===== src/lzsd_pkg.sv =====
// ----------------------------------------------------------------------------
// LZSS decoder package
// Shared constants and transfer types for the LZSS byte stream decoder.
// ----------------------------------------------------------------------------
package lzsd_pkg;

    localparam int WINDOW_DEPTH = 4096;
    localparam int WIN_AW       = $clog2(WINDOW_DEPTH);
    localparam int CNT_W        = 32;
    localparam int LEN_W        = 5;
    localparam int BITS_W       = 4;

    localparam logic [3:0]        LEN_MASK        = 4'hF;
    localparam logic [LEN_W-1:0]  LEN_BIAS        = LEN_W'(2);
    localparam logic [BITS_W-1:0] TOKENS_PER_FLAG = BITS_W'(8);

    typedef struct packed {
        logic [7:0] in_byte;
        logic       stream_start;
    } t_in_item;

    typedef struct packed {
        logic [7:0] out_byte;
        logic       last;
        logic       done_res;
        logic       bad_offset;
    } t_out_item;

    // history window access: one write and one read per cycle
    typedef struct packed {
        logic              we;
        logic [WIN_AW-1:0] waddr;
        logic [7:0]        wdata;
        logic [WIN_AW-1:0] raddr;
    } t_hist_req;

endpackage


===== src/lzsd_ctrl.sv =====
// ----------------------------------------------------------------------------
// LZSS token decoder and copy sequencer
// Parses flag/literal/pair bytes, runs back-references one byte per cycle while the output is not stalled.
// ----------------------------------------------------------------------------
module lzsd_ctrl (
    input  logic                         i_clk,
    input  logic                         i_rst_n,
    input  logic                         i_in_valid,
    output logic                         o_in_ready,
    input  lzsd_pkg::t_in_item           i_in,
    output logic                         o_out_valid,
    input  logic                         i_out_ready,
    output lzsd_pkg::t_out_item          o_out,
    input  logic [lzsd_pkg::CNT_W-1:0]   i_output_length,
    output lzsd_pkg::t_hist_req          o_hist_req,
    input  logic [7:0]                   i_hist_rdata
);
    import lzsd_pkg::*;

    typedef enum logic [1:0] {
        S_IDLE,
        S_EXEC,
        S_COPY
    } t_state;

    t_state            r_state, n_state;
    t_in_item          r_in, n_in;
    t_out_item         r_out, n_out;
    logic              r_out_valid, n_out_valid;
    logic [WIN_AW-1:0] r_wp, n_wp;
    logic [CNT_W-1:0]  r_prod, n_prod;
    logic [7:0]        r_flag, n_flag;
    logic [BITS_W-1:0] r_bits, n_bits;
    logic [7:0]        r_pair_low, n_pair_low;
    logic              r_pend, n_pend;
    logic              r_fin, n_fin;
    logic [WIN_AW-1:0] r_src, n_src;
    logic [LEN_W-1:0]  r_remain, n_remain;
    logic              r_off1, n_off1;
    logic              r_first, n_first;
    logic [7:0]        r_prev, n_prev;

    t_hist_req         hist_req;

    // state as seen after an optional stream restart
    logic [WIN_AW-1:0] e_wp;
    logic [CNT_W-1:0]  e_prod;
    logic [BITS_W-1:0] e_bits;
    logic              e_pend;
    logic              e_fin;

    logic              slot;
    logic [15:0]       word;
    logic [WIN_AW-1:0] offset;
    logic [LEN_W-1:0]  copy_len;
    logic              bad;
    logic [CNT_W-1:0]  prod_inc;
    logic              done;
    logic [7:0]        copy_byte;
    logic              copy_end;

    always_comb begin
        e_wp   = r_in.stream_start ? '0 : r_wp;
        e_prod = r_in.stream_start ? '0 : r_prod;
        e_bits = r_in.stream_start ? '0 : r_bits;
        e_pend = r_in.stream_start ? 1'b0 : r_pend;
        e_fin  = r_in.stream_start ? 1'b0 : r_fin;

        slot     = !r_out_valid || i_out_ready;
        word     = {r_in.in_byte, r_pair_low};
        offset   = word[15:4];
        copy_len = {1'b0, word[3:0] & LEN_MASK} + LEN_BIAS;
        bad      = (offset == '0) || ({{(CNT_W-WIN_AW){1'b0}}, offset} > e_prod);

        copy_byte = (r_off1 && !r_first) ? r_prev : i_hist_rdata;
        copy_end  = 1'b0;
        prod_inc  = '0;
        done      = 1'b0;

        n_state     = r_state;
        n_in        = r_in;
        n_out       = r_out;
        n_out_valid = r_out_valid && !i_out_ready;
        n_wp        = r_wp;
        n_prod      = r_prod;
        n_flag      = r_flag;
        n_bits      = r_bits;
        n_pair_low  = r_pair_low;
        n_pend      = r_pend;
        n_fin       = r_fin;
        n_src       = r_src;
        n_remain    = r_remain;
        n_off1      = r_off1;
        n_first     = r_first;
        n_prev      = r_prev;
        hist_req    = '0;

        unique case (r_state)
            S_IDLE: begin
                if (i_in_valid) begin
                    n_in    = i_in;
                    n_state = S_EXEC;
                end
            end
            S_EXEC: begin
                n_wp   = e_wp;
                n_prod = e_prod;
                n_bits = e_bits;
                n_pend = e_pend;
                n_fin  = e_fin;
                prod_inc = e_prod + CNT_W'(1);
                done     = (prod_inc == i_output_length);
                priority if (e_fin || (e_prod >= i_output_length)) begin
                    n_fin   = 1'b1;
                    n_state = S_IDLE;
                end else if (e_bits == '0) begin
                    n_flag  = r_in.in_byte;
                    n_bits  = TOKENS_PER_FLAG;
                    n_state = S_IDLE;
                end else if (r_flag[0]) begin
                    // literal: hold until the output register is free
                    if (slot) begin
                        hist_req.we    = 1'b1;
                        hist_req.waddr = e_wp;
                        hist_req.wdata = r_in.in_byte;
                        n_wp        = e_wp + WIN_AW'(1);
                        n_prod      = prod_inc;
                        n_fin       = done;
                        n_flag      = r_flag >> 1;
                        n_bits      = e_bits - BITS_W'(1);
                        n_out       = '{out_byte: r_in.in_byte, last: 1'b1,
                                        done_res: done, bad_offset: 1'b0};
                        n_out_valid = 1'b1;
                        n_state     = S_IDLE;
                    end
                end else if (!e_pend) begin
                    n_pair_low = r_in.in_byte;
                    n_pend     = 1'b1;
                    n_state    = S_IDLE;
                end else if (bad) begin
                    if (slot) begin
                        n_pend      = 1'b0;
                        n_flag      = r_flag >> 1;
                        n_bits      = e_bits - BITS_W'(1);
                        n_out       = '{out_byte: 8'h00, last: 1'b1,
                                        done_res: 1'b0, bad_offset: 1'b1};
                        n_out_valid = 1'b1;
                        n_state     = S_IDLE;
                    end
                end else begin
                    n_pend   = 1'b0;
                    n_flag   = r_flag >> 1;
                    n_bits   = e_bits - BITS_W'(1);
                    n_src    = e_wp - offset;
                    n_off1   = (offset == WIN_AW'(1));
                    n_remain = copy_len;
                    n_first  = 1'b1;
                    n_state  = S_COPY;
                end
            end
            S_COPY: begin
                if (slot) begin
                    prod_inc = r_prod + CNT_W'(1);
                    done     = (prod_inc == i_output_length);
                    copy_end = done || (r_remain == LEN_W'(1));
                    hist_req.we    = 1'b1;
                    hist_req.waddr = r_wp;
                    hist_req.wdata = copy_byte;
                    n_wp        = r_wp + WIN_AW'(1);
                    n_prod      = prod_inc;
                    n_fin       = done;
                    n_src       = r_src + WIN_AW'(1);
                    n_remain    = r_remain - LEN_W'(1);
                    n_first     = 1'b0;
                    n_prev      = copy_byte;
                    n_out       = '{out_byte: copy_byte, last: copy_end,
                                    done_res: done, bad_offset: 1'b0};
                    n_out_valid = 1'b1;
                    if (copy_end) begin
                        n_state = S_IDLE;
                    end
                end
            end
            default: begin
                n_state = S_IDLE;
            end
        endcase

        // read address leads by one: data for the next source arrives next cycle
        hist_req.raddr = n_src;
    end

    always_ff @(posedge i_clk) begin
        if (!i_rst_n) begin
            r_state     <= S_IDLE;
            r_out_valid <= 1'b0;
            r_wp        <= '0;
            r_prod      <= '0;
            r_flag      <= '0;
            r_bits      <= '0;
            r_pair_low  <= '0;
            r_pend      <= 1'b0;
            r_fin       <= 1'b0;
        end else begin
            r_state     <= n_state;
            r_out_valid <= n_out_valid;
            r_wp        <= n_wp;
            r_prod      <= n_prod;
            r_flag      <= n_flag;
            r_bits      <= n_bits;
            r_pair_low  <= n_pair_low;
            r_pend      <= n_pend;
            r_fin       <= n_fin;
        end
        r_in     <= n_in;
        r_out    <= n_out;
        r_src    <= n_src;
        r_remain <= n_remain;
        r_off1   <= n_off1;
        r_first  <= n_first;
        r_prev   <= n_prev;
    end

    assign o_in_ready  = (r_state == S_IDLE);
    assign o_out_valid = r_out_valid;
    assign o_out       = r_out;
    assign o_hist_req  = hist_req;

endmodule


===== config.mk =====
export PLATFORM = sky130hd
export DESIGN_NAME = lzsd_ctrl
export DESIGN_NICKNAME = d
export VERILOG_FILES = /design/src/lzsd_pkg.sv /design/src/lzsd_ctrl.sv
export SDC_FILE = /design/constraint.sdc
export NUM_CORES = 1
export LEC_CHECK = 0
export ABC_AREA = 0
export BUFFER_PORTS_ARGS = -buffer_cell sky130_fd_sc_hd__buf_2
export CAP_MARGIN = 10
export CORE_MARGIN = 1.5
export CORE_UTILIZATION = 30
export CTS_CLUSTER_DIAMETER = 150
export DETAILED_ROUTE_END_ITERATION = 12
export RECOVER_POWER = 100
export SKIP_LAST_GASP = 1
export SLEW_MARGIN = 10
export SYNTH_ARGS = -nofsm -noshare
export SYNTH_HDL_FRONTEND = slang
export SYNTH_SLANG_ARGS = --single-unit

===== constraint.sdc =====
create_clock -name i_clk -period 10.9 [get_ports i_clk]
set_input_delay 2.725 -clock i_clk [delete_from_list [all_inputs] [get_ports i_clk]]
set_output_delay 2.725 -clock i_clk [all_outputs]
set_load 0.05 [all_outputs]

* Word level (Yosys, flattened, before mapping)
Index checks and enable logic that the tools add are counted.
** Storage, ports and cells
- Register bits :: 116
- Input port bits :: 53
- Output and inout port bits :: 46
- Logic and storage cells :: 175
** Cells by class
- Add/subtract/negate cells :: 9
- Magnitude comparators :: 2
- Equality and inequality tests :: 19
- Muxes and demuxes :: 95
- Bitwise gates (word level) :: 5
- Reductions and logical operators :: 24
** Operators by type and width (count)
- two-way mux 32 bit :: 6
- two-way mux 12 bit :: 12
- two-way mux 21 bit :: 5
- two-way mux 11 bit :: 8
- adder 32 x 1 -> 32 bit, second input constant :: 2
- == test 32 bit :: 2
- one-hot mux 32 bit (2 select lines) :: 1
- two-way mux 8 bit :: 7
- one-hot mux 12 bit (2 select lines) :: 2
- one-hot mux 21 bit (2 select lines) :: 1
- adder 12 x 1 -> 12 bit, second input constant :: 3
- >= comparator 32 bit :: 1
- greater-than comparator 12 x 32 -> 1 bit :: 1
- two-way mux 5 bit :: 6
- two-way mux 4 bit :: 7
- two-way mux 1 bit :: 25
- one-hot mux 11 bit (2 select lines) :: 1
- two-way mux 2 bit :: 9
- inequality test 2 bit, second input constant :: 9
- AND reduction 7 bit :: 2
- == test 12 x 1 -> 1 bit, second input constant :: 1
- zero test 12 bit :: 1
- subtractor 12 bit :: 1
- one-hot mux 5 bit (2 select lines) :: 1
- other kinds (23) :: 40

* Logic depth before layout (Yosys ltp)
Gate-level depths: netlist (run 1).
- Word-level depth :: 9
- Mapped depth :: 19
- Gate-level depth less buffers :: 15

* Worst setup path before layout (run 1)
No wires, ideal clock.
- Kind :: input port to output port
- From :: input i_output_length[13] in the netlist's numbering
- To :: output o_hist_req[10] in the netlist's numbering
- Arrival time :: 6.788 ns
- Required time :: 8.175 ns
- Setup slack :: 1.387 ns
- Stages on the path :: 10
- Cell sequence :: clkbuf_1 inv_1 ha_1 a21o_1 a211oi_1 o41a_1 a21oi_1 nor2_1 nand4_1 o311ai_0
** RTL lines
- from (decl) :: RTL line lzsd_ctrl.sv:14 : input logic [lzsd_pkg::CNT_W-1:0] i_output_length,
- to (decl) :: RTL line lzsd_ctrl.sv:15 : output lzsd_pkg::t_hist_req o_hist_req,

==> results of run 1 <==
routing by layer:
layer  GRT usage [%]  share of wire (%)
met1            28.9                 43
met5               0              0.028
met2            34.9                 45
met3            4.27                8.2
met4            8.39                3.4
per-stage QoR:
| stage | worst slack, ns | cell area (µm²) | std cells |
|---|---|---|---|
| after detailed placement | 1.65 | 12400 | 2070 |
| after floorplan | 1.39 | 11500 | 1550 |
| after CTS | 1.64 | 13000 | 2102 |
| final | 0.844 | 12900 | 2102 |
| after global routing | 0.691 | 12900 | 2102 |
| after global placement | 1.86 | 12400 | 2070 |
cells in the final DEF, fill, tap and decap left out, types with 14 or more instances in the layout:
cell type / count
o211ai_1: 20
clkbuf_1: 51
buf_2: 55
ha_1: 68
nor2b_1: 43
a21o_1: 21
o21ai_0: 116
a21boi_0: 19
xor2_1: 41
a22oi_1: 14
edfxtp_1: 35
and2_1: 21
nand4_1: 44
and3_1: 20
nor4_1: 26
nand2_1: 138
inv_1: 93
xnor2_1: 81
clkbuf_16: 17
nand3_1: 91
nor2_1: 103
a21oi_1: 91
mux2i_1: 44
dfxtp_1: 81
nor3_1: 48
flip-flops by register name, indices dropped and copies added (netlist names):
register     flops
r_prod          32
r_src           12
r_wp            12
o_out           11
offset           8
r_flag           8
r_pair_low       8
r_prev           8
r_remain         5
r_bits           4
r_state          2
o_out_valid      1
r_fin            1
r_first          1
r_in             1
r_off1           1
r_pend           1
cell families after synthesis:
kind of cell    count (synthesis)  share of synthesized area (%)
fa+ha+maj                      69                           7.55
buf+inv                       204                           6.90
compound gates                390                           21.5
simple gates                  595                           26.7
mux                            52                           4.60
xor+xnor                      124                           9.60
flops                         116                           23.2
worst paths after layout:
kind | start | to | cells past startpoint
hold reg to reg | r_pend | r_pend | 2
setup / recovery | i_output_length[31] | o_hist_req[0] | 13
setup reg to reg | r_in[0] | r_prod[15] | 17
hold / removal | r_pend | r_pend | 2
tightest hold or removal path: stages (launching register included):
cell	delay, ns
dfxtp_1	0.32
nand3_1	0.06
a21boi_0	0.07
area by class of cell:
cell class / instances / area (µm²) / area share (%)
Clock buffer: 17 / 425 / 3.29
Multi-Input combinational cell: 1230 / 8070 / 62.4
Clock inverter: 15 / 219 / 1.69
Sequential cell: 116 / 2670 / 20.6
Tap cell: 511 / 639 / 4.94
Inverter: 95 / 357 / 2.75
Timing Repair Buffer: 118 / 557 / 4.30
power by group through the flow:
stage	sequential [mW]	combinational, mW	clock [mW]
final	0.489	0.254	0.633
after global routing	0.491	0.276	0.658
after global placement	0.496	0.247	0
after floorplan	0.493	0.168	0
after CTS	0.488	0.253	0.639
after detailed placement	0.497	0.252	0
==> metrics.txt, run 1 <==
Setup TNS=0 ns; detailed-route wire length per cell=20.7 µm; Core Area=37800 µm²; most used cell, CP=clkbuf_1; Pwr Density=106 nW/µm²; Final Hold Viols=0; Root Buffer=clkbuf_16; RSZ-0062 raised after global routing=no; max cap viols=5; Worst Max-Slew Pin Slew=2.77 ns; Residual DRC=0; R2R Setup Slk=4.56 ns; ys flop type=dfxtp_1; top cells by count, synth=138 x nand2_1, 116 x o21ai_0, 103 x nor2_1; DRT iter0 DRCs=1368; syn_area_per_cell=7.44 µm²; clock share of power=46.0%; starting density of the core=30.6%; register bit total from synthesis=116; Worst Path Required=8.18 ns; slowest stage cell, crit path=clkbuf_1; fin. max-slew vios=191; count leader, synth=nand2_1; top cell type's share of synthesized area=14.1%; Power Internal=0.937 mW; Worst Path Max Fanout=18; CTS tree=built; CTS max path bufs=2; Post-synth EDFFs=35; Clock Sinks=116; CP Capture Type=output pin; Leak=4.97 nW; Syn Nets=1672; # port buffers=98; final hold slack=0.511 ns; pin count of the biggest net entering global routing=81; top post-synthesis cells by area=dfxtp_1 14%, edfxtp_1 9.1%, ha_1 7.4%, xnor2_1 6.2%, o21ai_0 5.0%; number of global-route vias before repair=11300; WP buf/inv=4; total global-route track usage=21.8%; Largest delay share family, worst path=buffers and inverters; chip width=199 µm; crit-path cells=clkbuf_1 -> inv_1 -> ha_1 -> nand4_1 -> nor3_1 -> o211ai_1 -> a21oi_1 -> nor2_1 -> nand4_1 -> clkbuf_1 -> mux2i_1 -> a221o_1 -> clkbuf_1; Fmax=99.4 MHz; CTS Hold Bufs=0; fraction of registers with async set/reset=0%; total power=1.38 mW; Nets=1700; Worst-path clk slew=0.06 ns; Yosys top cell by area=dfxtp_1; synth unique cells=79; GRT overflow=0; Die Y=199 µm; Num CTS Buffers=17; DP HPWL=31800 µm; routability cong.=1.00; YS warnings=0; Tcrit/Tclk final=92.3%; synthesized area=11500 µm²; Logic pwr share=18.5%; worst IR drop on VDD=0.0000870 V; Fill cells=4047; critical path arrival=7.33 ns; vias=12100; max incr delay on CP=0.79 ns; postcts setup bufs=0; DRT Pass-1 Iters=5; net switching power=0.439 mW; antenna violations before repair=2; total wire length=43500 µm; Worst Setup Start Kind=input port; switch share=31.9%; via/cell ratio=5.74; WS Path Type=in2out; Final min period=10.06 ns; Resized cells post-CTS=0; final setup vio count=0; H-tree Lvls=4; Synth Instances=1550; Seq/Total Area, Yosys=23.2%; clock skew=0.0117 ns; relative slew slack=-84.9%; # IOs=99; Core Rows=71; share of cells above drive strength 1=7.86%; ant diodes=0; worst-skew pair later-pin latency=0.43 ns; synth-to-layout area growth=12.2%; failing checks=max-capacitance violations, max-slew violations; sequential power share=35.5%; full die area=39600 µm²; Hold Crit Class=reg2reg; outcome=complete, but fails checks; Routed Antenna Nets=0; post-layout util=34.3%; first-pass GRT wire length=66500 µm
No activity file was read; power rests on OpenSTA's default activity.
==> inputs of run 2 (changes only) <==
==> constraint.sdc (replaced) <==
create_clock -name i_clk -period 11.3 [get_ports i_clk]
set_input_delay 2.825 -clock i_clk [delete_from_list [all_inputs] [get_ports i_clk]]
set_output_delay 2.825 -clock i_clk [all_outputs]
set_load 0.05 [all_outputs]
==> metrics.txt, run 2 (same netlist as run 1, synthesis figures left out) <==
outcome=complete, but fails checks; failing checks=max-capacitance violations, max-slew violations; worst-skew pair later-pin latency=0.44 ns (about the same); number of global-route vias before repair=11300 (-0.45%); vias=12000 (-0.37%); Setup TNS=0 ns (unchanged); crit-path cells=clkbuf_1 -> inv_1 -> ha_1 -> a21o_1 -> a21o_1 -> a21oi_1 -> o21ai_0 -> nand2b_1 -> a21oi_1 -> nor2_1 -> nand4_1 -> o311ai_0 -> clkbuf_1; storage element area=2670 µm² (unchanged); post-layout util=34.1% (-0.14 points); Pwr Density=99.8 nW/µm² (-6.1%); Largest delay share family, worst path=simple AND/OR/NAND/NOR gates; commonest non-fill, non-tap cell in the layout=nand2_1; commonest cells after routing, fill and taps aside=138 x nand2_1, 116 x o21ai_0, 102 x nor2_1; Root Buffer=clkbuf_16; Worst-path clk slew=0.06 ns (about the same); total wire length=43800 µm (+0.59%); share of cells above drive strength 1=7.42% (-0.44 points); # port buffers=98 (unchanged); max FFs per register=32 (unchanged); Worst Max-Slew Pin Slew=1.83 ns (-0.941 ns); WS Path Type=in2out; Core Rows=71 (unchanged); Final Hold Viols=0 (unchanged); routability cong.=0.980 (-2.4%); synth-to-layout area growth=11.7%; Final min period=10.07 ns; Fmax=99.3 MHz; max incr delay on CP=0.93 ns (+0.14 ns); Tcrit/Tclk final=89.1%; slowest stage cell, crit path=nand4_1; Worst Path Max Fanout=18 (unchanged); Nets=1699 (-0.059%); CTS Hold Bufs=0 (unchanged); RSZ-0062 raised after global routing=no; Residual DRC=0 (unchanged); CTS max path bufs=2 (unchanged); Multi-input gate area=8070 µm² (unchanged); worst IR drop on VDD=0.0000821 V (-5.6%); ant diodes=0 (unchanged); Clock Sinks=116 (unchanged); Fill cells=4061 (+0.35%); antenna violations before repair=0 (-2); Worst Path Required=8.48 ns (+0.30 ns); Core Area=37800 µm² (unchanged); fin. max-slew vios=36 (-81%); final setup vio count=0 (unchanged); starting density of the core=30.6% (unchanged); GRT overflow=0 (unchanged); Routed Antenna Nets=0 (unchanged); DRT iter0 DRCs=1323 (-3.3%); max cap viols=1 (-4); first-pass GRT wire length=66700 µm (+0.28%); pin count of the biggest net entering global routing=79 (-2.5%); clock skew=0.0111 ns (-0.000635 ns); Num CTS Buffers=17 (unchanged); Top reg by flops=r_prod; WP buf/inv=3 (-1); CP Capture Type=output pin; Leak=4.91 nW (-1.2%); DP HPWL=32500 µm (+1.9%); H-tree Lvls=4 (unchanged); detailed-route wire length per cell=20.8 µm (+0.64%); # IOs=99 (unchanged); total global-route track usage=22.0% (+0.17 points); critical path arrival=7.24 ns (-0.09 ns); Worst Setup Start Kind=input port; Resized cells post-CTS=0 (unchanged); Die Y=199 µm (unchanged); DRT Pass-1 Iters=7 (+2); Top Registers=r_prod: 32 flops, r_src: 12 flops, r_wp: 12 flops; via/cell ratio=5.72 (-0.33%); Hold Crit Class=reg2reg; final hold slack=0.516 ns (+0.00470 ns); CTS tree=built; full die area=39600 µm² (unchanged); chip width=199 µm (unchanged); relative slew slack=-22.2% (+63 points); postcts setup bufs=0 (unchanged)
-- run 2: cell count changes in the layout (fill, tap and decap cells not counted), sizes merged --
cell	delta
buf	-6
clkbuf	+5
clkinvlp	+2
bufinv	-2
-- run 2: routing by layer --
layer | vias to the layer above | GRT usage [%] | wire [µm]
li1 | 5666 | - | -
met1 | 5694 | 29.3 | 19000
met2 | 580 | 35.4 | 19800
met3 | 85 | 4.32 | 3710
met4 | 0 | 7.63 | 1280
met5 | - | 0 | 0
-- run 2: final timing paths --
check                           from  slack (ns)  cells after the start            end
setup / recovery  i_output_length[5]        1.23                     13  o_hist_req[9]
hold / removal             r_bits[1]        0.52                      2      r_bits[1]
setup reg to reg             r_in[0]        5.57                     17     r_prod[27]
hold reg to reg            r_bits[1]        0.52                      2      r_bits[1]
-- run 2: metrics by stage --
| step | area (µm²) | cells | setup WS (ns) | power, mW |
|---|---|---|---|---|
| floorplan | 11500 | 1550 | 1.59 | 0.637 |
| global placement | 12400 | 2069 | 1.73 | 0.721 |
| detailed placement | 12400 | 2069 | 1.54 | 0.724 |
| CTS | 13000 | 2101 | 1.53 | 1.29 |
| global route | 12900 | 2101 | 0.820 | 1.33 |
| finish | 12900 | 2101 | 1.23 | 1.29 |
-- run 2: power by group --
group / switching [mW] / internal, mW
Clock: 0.237 / 0.331
Sequential: 0.0241 / 0.447
Combinational: 0.167 / 0.0809
-- run 2: worst reg2reg max path, cell delays in order, from the launching register on --
cell and delay (ns):
edfxtp_1 0.37, buf_4 0.27, inv_1 0.23, buf_4 0.37, nand2_1 0.23, inv_1 0.18
ha_1 0.26, a21o_1 0.18, a21o_1 0.17, a21oi_1 0.12, o21ai_0 0.15, nand2_1 0.11
nand3_1 0.25, nor3b_2 0.94, clkbuf_1 0.99, nand3_1 0.19, mux2_1 0.41, a211oi_1 0.22
-- run 2: layout make-up --
type	count	area share (%)
Timing Repair Buffer	117	4.25
Clock buffer	17	3.30
Tap cell	511	4.96
Inverter	95	2.77
Clock inverter	15	1.35
Sequential cell	116	20.7
Multi-Input combinational cell	1230	62.6
